`config.mk`:
```
export PLATFORM = sky130hd
export DESIGN_NAME = grid_neighbor_mine_count
export DESIGN_NICKNAME = d
export VERILOG_FILES = /design/src/hw/rtl/gnmc_pkg.sv /design/src/hw/rtl/gnmc_out_fifo.sv /design/src/hw/rtl/grid_neighbor_mine_count.sv
export SDC_FILE = /design/constraint.sdc
export NUM_CORES = 1
export LEC_CHECK = 0
export ABC_AREA = 1
export BUFFER_PORTS_ARGS = -buffer_cell sky130_fd_sc_hd__buf_2
export CORE_MARGIN = 10
export CORE_UTILIZATION = 61
export DETAILED_ROUTE_END_ITERATION = 16
export GPL_TIMING_DRIVEN = 0
export HOLD_SLACK_MARGIN = 0.02
export PLACE_DENSITY_LB_ADDON = 0.2
export RECOVER_POWER = 50
export SLEW_MARGIN = 0
export SYNTH_ARGS = -nofsm -noshare
export SYNTH_HDL_FRONTEND = slang
export SYNTH_HIERARCHICAL = 1
export SYNTH_SLANG_ARGS = --single-unit
```
`constraint.sdc`:
```
create_clock -name clk_i -period 4.85 [get_ports clk_i]
set_clock_uncertainty 0.1 [all_clocks]
set_input_delay 0.485 -clock clk_i [delete_from_list [all_inputs] [get_ports clk_i]]
set_output_delay 0.485 -clock clk_i [all_outputs]
set_load 0.05 [all_outputs]
```
`src/hw/rtl/gnmc_pkg.sv`:
```
// Shared types and constants for the grid neighbor mine counter.
package gnmc_pkg;

  localparam int unsigned OQ_DEPTH = 4;
  localparam int unsigned OQ_AW    = $clog2(OQ_DEPTH);
  localparam int unsigned OQ_LW    = $clog2(OQ_DEPTH + 1);

  localparam int unsigned ROW_W   = 10;
  localparam int unsigned COL_W   = 5;
  localparam int unsigned CNT_W   = 4;
  localparam int unsigned ROWS_W  = 11;
  localparam int unsigned COLS_W  = 6;
  localparam int unsigned ADDR_W  = 3;
  localparam int unsigned DATA_W  = 32;

  localparam logic REG_ROWS = 1'b0;
  localparam logic REG_COLS = 1'b1;

  typedef struct packed {
    logic [ROW_W-1:0] row;
    logic [COL_W-1:0] col;
    logic             marked;
    logic [CNT_W-1:0] count;
    logic             last;
    logic             endg;
  } gnmc_result_t;

  typedef struct packed {
    logic [OQ_LW-1:0] level;
    logic             valid;
  } gnmc_q_stat_t;

endpackage

```
`src/hw/rtl/gnmc_out_fifo.sv`:
```
// Result queue taking up to two transactions per cycle and draining one.
module gnmc_out_fifo import gnmc_pkg::*; (
  input  logic         clk_i,
  input  logic         rst_ni,
  input  logic [1:0]   push_cnt_i,
  input  gnmc_result_t push0_i,
  input  gnmc_result_t push1_i,
  input  logic         pop_i,
  output gnmc_result_t data_o,
  output gnmc_q_stat_t stat_o
);

  gnmc_result_t     mem_q [OQ_DEPTH];
  logic [OQ_AW-1:0] wp_q, wp_d;
  logic [OQ_AW-1:0] rp_q, rp_d;
  logic [OQ_LW-1:0] level_q, level_d;
  logic [OQ_AW-1:0] wp_next;

  assign wp_next = wp_q + OQ_AW'(1);
  assign wp_d    = wp_q + OQ_AW'(push_cnt_i);
  assign rp_d    = rp_q + OQ_AW'(pop_i);
  assign level_d = level_q + OQ_LW'(push_cnt_i) - OQ_LW'(pop_i);

  always_ff @(posedge clk_i) begin
    if (push_cnt_i != 2'd0) begin
      mem_q[wp_q] <= push0_i;
    end
    if (push_cnt_i == 2'd2) begin
      mem_q[wp_next] <= push1_i;
    end
  end

  always_ff @(posedge clk_i or negedge rst_ni) begin
    if (!rst_ni) begin
      wp_q    <= '0;
      rp_q    <= '0;
      level_q <= '0;
    end else begin
      wp_q    <= wp_d;
      rp_q    <= rp_d;
      level_q <= level_d;
    end
  end

  assign data_o       = mem_q[rp_q];
  assign stat_o.level = level_q;
  assign stat_o.valid = (level_q != '0);

endmodule

```
`src/hw/rtl/grid_neighbor_mine_count.sv`:
```
// Grid neighbor mine counter: streams a binary grid and reports 3x3 neighbor counts.
//
// Cells enter in row-major order; grid_rows and grid_cols are set over the APB port,
// and a write restarts the grid. A column-indexed line memory holds the two rows
// above the current one and is read, updated and written back per cell, so a cell is
// taken every cycle unless input is stalled. A result for cell (r-1,c-1) is formed
// in the column stage after cell (r,c) is taken and then written to the result queue;
// the last column of a row adds one more result. After the final cell of a grid
// the block reads the last row back from the line memory, one column per cycle
// while the queue has room, so input stalls while that row is reported. Results
// drain through a four-entry queue; output stall backs up into input stall.
module grid_neighbor_mine_count import gnmc_pkg::*; #(
  parameter int unsigned MAX_COLS = 32
) (
  input  logic              clk_i,
  input  logic              rst_ni,
  input  logic              psel,
  input  logic              penable,
  input  logic              pwrite,
  input  logic [ADDR_W-1:0] paddr,
  input  logic [DATA_W-1:0] pwdata,
  output logic [DATA_W-1:0] prdata,
  output logic              pready,
  input  logic              in_valid_i,
  output logic              in_stall_o,
  input  logic              cell_is_mine_i,
  output logic              out_valid_o,
  input  logic              out_stall_i,
  output logic [ROW_W-1:0]  out_row_o,
  output logic [COL_W-1:0]  out_col_o,
  output logic              cell_marked_o,
  output logic [CNT_W-1:0]  neighbor_count_o,
  output logic              last_of_run_o,
  output logic              end_of_grid_o
);

  localparam int unsigned CW = $clog2(MAX_COLS);

  typedef struct packed {
    logic up;
    logic mid;
    logic down;
  } col_bits_t;

  function automatic logic [CNT_W-1:0] count3x3(col_bits_t l, col_bits_t c, col_bits_t r);
    logic [CNT_W-1:0] s;
    s = CNT_W'(l.up) + CNT_W'(l.mid) + CNT_W'(l.down) + CNT_W'(c.up) + CNT_W'(c.down)
      + CNT_W'(r.up) + CNT_W'(r.mid) + CNT_W'(r.down);
    return c.mid ? '0 : s;
  endfunction

  // configuration
  logic [ROWS_W-1:0] rows_q;
  logic [COLS_W-1:0] cols_q;
  logic              cfg_wr;
  logic [ROW_W-1:0]  rows_last;
  logic [COLS_W-1:0] cols_last;

  assign pready = 1'b1;
  assign cfg_wr = psel && penable && pwrite && pready;

  always_ff @(posedge clk_i or negedge rst_ni) begin
    if (!rst_ni) begin
      rows_q <= ROWS_W'(1);
      cols_q <= COLS_W'(1);
    end else if (cfg_wr) begin
      case (paddr[2])
        REG_ROWS: rows_q <= pwdata[ROWS_W-1:0];
        REG_COLS: cols_q <= pwdata[COLS_W-1:0];
        default: ;
      endcase
    end
  end

  always_comb begin
    case (paddr[2])
      REG_ROWS: prdata = DATA_W'(rows_q);
      REG_COLS: prdata = DATA_W'(cols_q);
      default:  prdata = '0;
    endcase
  end

  always_comb begin
    if (rows_q == '0) begin
      rows_last = '0;
    end else if (rows_q > ROWS_W'(1024)) begin
      rows_last = ROW_W'(1023);
    end else begin
      rows_last = ROW_W'(rows_q - ROWS_W'(1));
    end
    if (cols_q == '0) begin
      cols_last = '0;
    end else if (cols_q > COLS_W'(MAX_COLS)) begin
      cols_last = COLS_W'(MAX_COLS - 1);
    end else begin
      cols_last = cols_q - COLS_W'(1);
    end
  end

  // input positions and flush sequencing
  logic [ROW_W-1:0] row_q, row_d;
  logic [CW-1:0]    col_q, col_d;
  logic             flushing_q, flushing_d;
  logic [CW-1:0]    fc_q, fc_d;
  logic [ROW_W-1:0] flush_row_q, flush_row_d;
  logic             room;
  logic             in_acc;
  logic             flush_iss;
  logic             issue;
  logic             a_last_col;
  logic             a_last;
  logic             fc_last;
  logic [CW-1:0]    rd_addr;

  assign in_stall_o = flushing_q || !room;
  assign in_acc     = in_valid_i && !in_stall_o;
  assign flush_iss  = flushing_q && room;
  assign issue      = in_acc || flush_iss;
  assign a_last_col = (COLS_W'(col_q) == cols_last);
  assign a_last     = a_last_col && (row_q == rows_last);
  assign fc_last    = (COLS_W'(fc_q) == cols_last);
  assign rd_addr    = flushing_q ? fc_q : col_q;

  always_comb begin
    row_d       = row_q;
    col_d       = col_q;
    flushing_d  = flushing_q;
    fc_d        = fc_q;
    flush_row_d = flush_row_q;
    if (cfg_wr) begin
      row_d      = '0;
      col_d      = '0;
      flushing_d = 1'b0;
    end else if (in_acc) begin
      if (a_last) begin
        row_d       = '0;
        col_d       = '0;
        flushing_d  = 1'b1;
        fc_d        = '0;
        flush_row_d = row_q;
      end else if (a_last_col) begin
        row_d = row_q + ROW_W'(1);
        col_d = '0;
      end else begin
        col_d = col_q + CW'(1);
      end
    end else if (flush_iss) begin
      fc_d = fc_q + CW'(1);
      if (fc_last) begin
        flushing_d = 1'b0;
      end
    end
  end

  always_ff @(posedge clk_i or negedge rst_ni) begin
    if (!rst_ni) begin
      row_q      <= '0;
      col_q      <= '0;
      flushing_q <= 1'b0;
      fc_q       <= '0;
    end else begin
      row_q      <= row_d;
      col_q      <= col_d;
      flushing_q <= flushing_d;
      fc_q       <= fc_d;
    end
  end

  always_ff @(posedge clk_i) begin
    flush_row_q <= flush_row_d;
  end

  // column stage: line memory read lands here
  logic             b_vld_q;
  logic             b_flush_q;
  logic             b_bit_q;
  logic [ROW_W-1:0] b_row_q;
  logic [CW-1:0]    b_col_q;
  logic             b_lastcol_q;
  logic             b_last_q;
  logic [1:0]       line_mem [MAX_COLS];
  logic [1:0]       rd_q;
  logic             fwd_q;
  logic [1:0]       fwd_data_q;
  logic [1:0]       rd_eff;
  logic [1:0]       wr_data;
  logic             wr_en;
  logic             fwd_d;

  always_ff @(posedge clk_i or negedge rst_ni) begin
    if (!rst_ni) begin
      b_vld_q <= 1'b0;
      fwd_q   <= 1'b0;
    end else begin
      b_vld_q <= issue;
      fwd_q   <= fwd_d;
    end
  end

  always_ff @(posedge clk_i) begin
    if (issue) begin
      b_flush_q   <= flushing_q;
      b_bit_q     <= cell_is_mine_i;
      b_row_q     <= flushing_q ? flush_row_q : row_q;
      b_col_q     <= rd_addr;
      b_lastcol_q <= flushing_q ? fc_last : a_last_col;
      b_last_q    <= !flushing_q && a_last;
    end
    fwd_data_q <= wr_data;
  end

  assign rd_eff  = fwd_q ? fwd_data_q : rd_q;
  assign wr_data = {rd_eff[0], b_bit_q};
  assign wr_en   = b_vld_q && !b_flush_q;
  assign fwd_d   = issue && wr_en && (rd_addr == b_col_q);

  always_ff @(posedge clk_i) begin
    if (wr_en) begin
      line_mem[b_col_q] <= wr_data;
    end
    rd_q <= line_mem[rd_addr];
  end

  // 3x3 window and result formation
  col_bits_t    win_l_q, win_c_q;
  col_bits_t    t_col;
  col_bits_t    left1, left2;
  logic         row_ge1, row_ge2;
  logic         e1, e2;
  gnmc_result_t r1, r2;
  logic [31:0]  col_ext1, col_ext2;

  assign row_ge1 = (b_row_q != '0);
  assign row_ge2 = (b_row_q > ROW_W'(1));

  always_comb begin
    if (b_flush_q) begin
      t_col.up   = rd_eff[1] && row_ge1;
      t_col.mid  = rd_eff[0];
      t_col.down = 1'b0;
    end else begin
      t_col.up   = rd_eff[1] && row_ge2;
      t_col.mid  = rd_eff[0] && row_ge1;
      t_col.down = b_bit_q;
    end
  end

  always_ff @(posedge clk_i) begin
    if (b_vld_q) begin
      win_l_q <= win_c_q;
      win_c_q <= t_col;
    end
  end

  assign e1    = b_vld_q && (b_col_q != '0) && (b_flush_q || row_ge1);
  assign e2    = b_vld_q && b_lastcol_q && (b_flush_q || row_ge1);
  assign left1 = (b_col_q > CW'(1)) ? win_l_q : '0;
  assign left2 = (b_col_q != '0) ? win_c_q : '0;

  assign col_ext1 = 32'(b_col_q - CW'(1));
  assign col_ext2 = 32'(b_col_q);

  always_comb begin
    r1.row    = b_flush_q ? b_row_q : b_row_q - ROW_W'(1);
    r1.col    = col_ext1[COL_W-1:0];
    r1.marked = win_c_q.mid;
    r1.count  = count3x3(left1, win_c_q, t_col);
    r1.last   = !b_flush_q && !b_last_q && !e2;
    r1.endg   = 1'b0;
    r2.row    = r1.row;
    r2.col    = col_ext2[COL_W-1:0];
    r2.marked = t_col.mid;
    r2.count  = count3x3(left2, t_col, '0);
    r2.last   = b_flush_q || !b_last_q;
    r2.endg   = b_flush_q;
  end

  // result queue
  logic [1:0]   push_cnt;
  gnmc_result_t push0;
  gnmc_result_t q_data;
  gnmc_q_stat_t q_stat;
  logic         pop;
  logic [3:0]   level_next;

  assign push_cnt   = 2'(e1) + 2'(e2);
  assign push0      = e1 ? r1 : r2;
  assign pop        = out_valid_o && !out_stall_i;
  assign level_next = 4'(q_stat.level) + 4'(push_cnt) - 4'(pop);
  assign room       = (level_next <= 4'(OQ_DEPTH - 2));

  gnmc_out_fifo u_out_fifo (
    .clk_i      (clk_i),
    .rst_ni     (rst_ni),
    .push_cnt_i (push_cnt),
    .push0_i    (push0),
    .push1_i    (r2),
    .pop_i      (pop),
    .data_o     (q_data),
    .stat_o     (q_stat)
  );

  assign out_valid_o      = q_stat.valid;
  assign out_row_o        = q_data.row;
  assign out_col_o        = q_data.col;
  assign cell_marked_o    = q_data.marked;
  assign neighbor_count_o = q_data.count;
  assign last_of_run_o    = q_data.last;
  assign end_of_grid_o    = q_data.endg;

`ifndef SYNTH
  a_flush_blocks_input: assert property (@(posedge clk_i) disable iff (!rst_ni)
    flushing_q |-> in_stall_o)
    else $error("input taken during final row readout");

  a_queue_bound: assert property (@(posedge clk_i) disable iff (!rst_ni)
    q_stat.level <= OQ_LW'(OQ_DEPTH))
    else $error("result queue overflow");

  a_end_is_last: assert property (@(posedge clk_i) disable iff (!rst_ni)
    out_valid_o && end_of_grid_o |-> last_of_run_o)
    else $error("end of grid without last of run");

  a_marked_zero: assert property (@(posedge clk_i) disable iff (!rst_ni)
    out_valid_o && cell_marked_o |-> neighbor_count_o == '0)
    else $error("marked cell with nonzero count");

  a_count_range: assert property (@(posedge clk_i) disable iff (!rst_ni)
    out_valid_o |-> neighbor_count_o <= CNT_W'(8))
    else $error("neighbor count above eight");
`endif

endmodule
```
==> results_dict.tcl <==
set metrics [dict create \
    status "finished with violations" \
    violations "capacitance limit, slew limit" \
    io_pins 100 \
    grt_pass1_vias 10546 \
    grt_max_degree 48 \
    syn-cell-area_mm2 0.0134 \
    final_common_cell "nand2_1" \
    grt_usage_pct 21.7 \
    pwr-share-clk_pct 23.2 \
    port_buffers 53 \
    combPwrFrac_pct 43.7 \
    ys_seq_elements 238 \
    async_flop_share_pct 19.7 \
    critPathKind "flop to primary output" \
    synth_top_flop_cell "edfxtp_1" \
    hold_violations 0 \
    seqPwrFrac_pct 33.0 \
    core_area_mm2 0.0217 \
    intPower_uw 5140 \
    place.gp.congestion 0.938 \
    r2r-end "u_out_fifo/mem_q[0][3]$_DFFE_PP_" \
    ir_worst_vdd_mv 0.345 \
    drcViolationCount 0 \
    antenna_cells 0 \
    syn_area_per_cell_um2 8.40 \
    layoutNonFillerInstCount 1998 \
    drv_slew 48 \
    hp-class "input pin to flop" \
    clock-sinks 238 \
    holdPathStages 1 \
    cp_common_cell "nand2_1" \
    nNetsFinal 1782 \
    cp_data_required_time_ns 4.26 \
    crit_arrival_ns 4.03 \
    wire_per_inst_um 15.5 \
    fill_cells 1732 \
    cts_tree "done" \
    die-area_mm2 0.0283 \
    fmax_mhz 216 \
    p_sw_uw 3890 \
    crit_slowest_cell "fa_1" \
    relSlewSlack_pct -76.5 \
    clk_pin_slew_ns 0.06 \
    maxCapViolations 1 \
    start_util_pct 61.8 \
    synth_cell_types 48 \
    clock-root-buffer "clkbuf_16" \
    dp_hpwl_mm 22.1 \
    synth_edf_count 187 \
    crit_chain "buf_2 -> nor2_1 -> nand2_2 -> inv_1 -> nand2_1 -> nand2_1 -> nor2_4 -> ha_4 -> inv_1 -> ha_1 -> fa_1 -> inv_1 -> nand2_1 -> nand2_1 -> nor2_1 -> nand2_1 -> inv_1 -> nand2_1 -> buf_2" \
    swShare_pct 43.1 \
    syn_to_final_growth_pct 12.5 \
    reg2reg_slack_ns 0.26 \
    htree_num_levels 1 \
    synth_warnings 6 \
    endpoint_kind "primary output" \
    post-route-util_pct 69.5 \
    die_y_um 168 \
    worstHoldStart "cell_is_mine_i" \
    seq_area_frac_synth_pct 51.3 \
    vias_per_cell 5.42 \
    min_period_ns 4.62 \
    ant_nets 0 \
    drive_above_1_share_pct 11.9 \
    cts_hold_buf 0 \
    num_vias 10831 \
    die_w_um 168 \
    dp_cells 1952 \
    layout_common_cells "nand2_1 (503), edfxtp_1 (187), inv_1 (178)" \
    finalSetupViolCount 0 \
    drt-total-wl_mm 31.0 \
    crit_fanout 9 \
    drt_iter0_drc 808 \
    cp_top_family "simple AND/OR/NAND/NOR gates" \
    antenna_found_initial 0 \
    first_pass_iters 7 \
    p_leak_uw 0.00689 \
    grt_pass1_wl_mm 51.9 \
    startpoint_type "flop" \
    critPathBufInv 6 \
    clk_path_buf_depth 3 \
    finalCritPeriodShare_pct 95.2 \
    rr_startpoint "b_row_q[4]$_DFFE_PP_" \
    cts_buffers 25 \
    power_density_mw_per_mm2 599 \
    syn_inst 1595 \
    row_count 54 \
    clk_latency_ns 0.52 \
    reg2regPathDepth 15 \
    grt-ovfl-total 0 \
    worst_slew_pin_slew_ns 2.65 \
    min_to "b_bit_q$_DFFE_PP_" \
    critical-path-max-stage-delay_ns 0.54 \
]
[worst reg2reg max path, delay by kind of cell (launching register included)]
kind | cells | cell delay [ns]
AOI/OAI and AO/OA | 1 | 0.42
adders and majority gates | 5 | 2.21
buffers and inverters | 3 | 0.13
DFF | 1 | 0.42
and+or+nand+nor | 6 | 1.18
[worst max path at each step]
stage                          from                                to  slack, ns  cells after the start
2_1_floorplan  b_row_q[4]$_DFFE_PP_  u_out_fifo/mem_q[0][3]$_DFFE_PP_       0.69                     15
3_3_place_gp   b_col_q[2]$_DFFE_PP_             b_lastcol_q$_DFFE_PP_      -0.23                     21
3_5_place_dp   b_col_q[0]$_DFFE_PP_             b_lastcol_q$_DFFE_PP_      -0.26                     19
4_1_cts        b_col_q[0]$_DFFE_PP_          flush_row_q[1]$_DFFE_PP_       0.07                     19
5_1_grt        b_col_q[2]$_DFFE_PP_                        in_stall_o      -0.03                     19
6_report       b_col_q[4]$_DFFE_PP_                        in_stall_o       0.23                     19
[power groups by stage]
stage               clock [µW]  sequential (µW)  combinational, µW
detailed placement           0             3020               3850
global route              2200             3020               4420
floorplan                    0             2930               2940
CTS                       2110             2980               3920
finish                    2100             2980               3950
global placement             0             3010               3750
[metrics by stage]
stage	TNS (ns)	setup WS, ns	total power [µW]	hold slack, ns	area [µm²]
2_1_floorplan	0	0.689	5870	0.0894	13500
3_3_place_gp	-5.21	-0.226	6760	0.332	14100
3_5_place_dp	-6.18	-0.258	6870	0.334	14100
4_1_cts	0	0.0723	9020	0.0282	15000
5_1_grt	-0.0336	-0.0307	9640	0.0310	15100
6_report	0	0.231	9020	0.0463	15100
[Yosys cell counts, types with 2 or more instances]
cell,count,area (µm²)
buf_1,2,7.51
nand3_1,168,841
nor3_1,17,85.1
nor3b_1,2,15.0
o2111ai_1,2,17.5
or2_2,25,156
dfrtp_1,45,1130
ha_1,29,363
nor4_1,4,25.0
buf_4,23,173
xnor2_1,7,61.3
o221ai_1,11,96.3
xor2_1,25,219
dfxtp_1,4,80.1
nand2_1,503,1890
nor2_4,4,45.0
nor2_2,6,37.5
nand2_4,3,33.8
o22ai_1,6,37.5
nand4_1,9,56.3
nand3_2,2,20.0
inv_1,180,676
o21ai_0,92,460
clkbuf_1,41,154
conb_1,2,7.51
buf_2,15,75.1
nand2_2,9,56.3
inv_2,5,18.8
a21oi_1,15,75.1
edfxtp_1,187,5620
nor2_1,121,454
dfstp_2,2,52.6
nand3_4,3,52.6
fa_1,8,160
o21ai_2,2,17.5
o21ai_1,4,20.0
[metal layers]
| layer | vias to the layer above | wire length (µm) | share of wire [%] | GRT usage, % |
|---|---|---|---|---|
| met1 | 4992 | 12800 | 41 | 27.1 |
| met4 | 0 | 827 | 2.7 | 6.96 |
| li1 | 5372 | - | - | - |
| met5 | - | 0 | 0 | 0 |
| met3 | 65 | 2190 | 7.0 | 3.56 |
| met2 | 402 | 15200 | 49 | 37.5 |
[cells by family after synthesis]
kind of cell,after synthesis,synth area share (%)
other cells,2,0.0561
mux,1,0.0840
compound gates,137,5.69
flops,238,51.3
fa+ha+maj,37,3.90
xor+xnor,32,2.09
buf+inv,267,8.32
simple gates,881,28.5
[registers in the layout (all words and copies together), names as in the netlist, 2 cells and up]
register,flops
flush_row_q,10
win_l_q,3
u_out_fifo/mem_q,88
u_out_fifo/level_q,3
fwd_data_q,2
line_mem,64
cols_q,6
rd_q,2
rows_q,11
win_c_q,2
row_q,10
u_out_fifo/wp_q,2
fc_q,5
col_q,5
b_row_q,10
b_col_q,5
u_out_fifo/rp_q,2
[layout make-up]
type / count / area (µm²) / area share (%)
clock buffers: 32 / 716 / 4.75
inverters: 185 / 702 / 4.66
well taps: 280 / 350 / 2.33
repair inverters: 1 / 7.51 / 0.0498
flip-flops and latches: 238 / 6870 / 45.6
plain buffers: 82 / 420 / 2.79
multi-input cells: 1114 / 5530 / 36.7
repair buffers: 55 / 279 / 1.85
clock inverters: 11 / 186 / 1.24
[what timing repair did]
| item | 4_1_cts | 5_1_grt |
|---|---|---|
| pin swaps | 0 | 1 |
| endpoints found under the setup margin | 32 | 51 |
| gates cloned | 1 | 0 |
| resized for setup | 5 | 5 |
| hold endpoints to repair | 0 | 0 |
| setup buffers | 2 | 0 |
No activity file was read; power rests on OpenSTA's default activity.
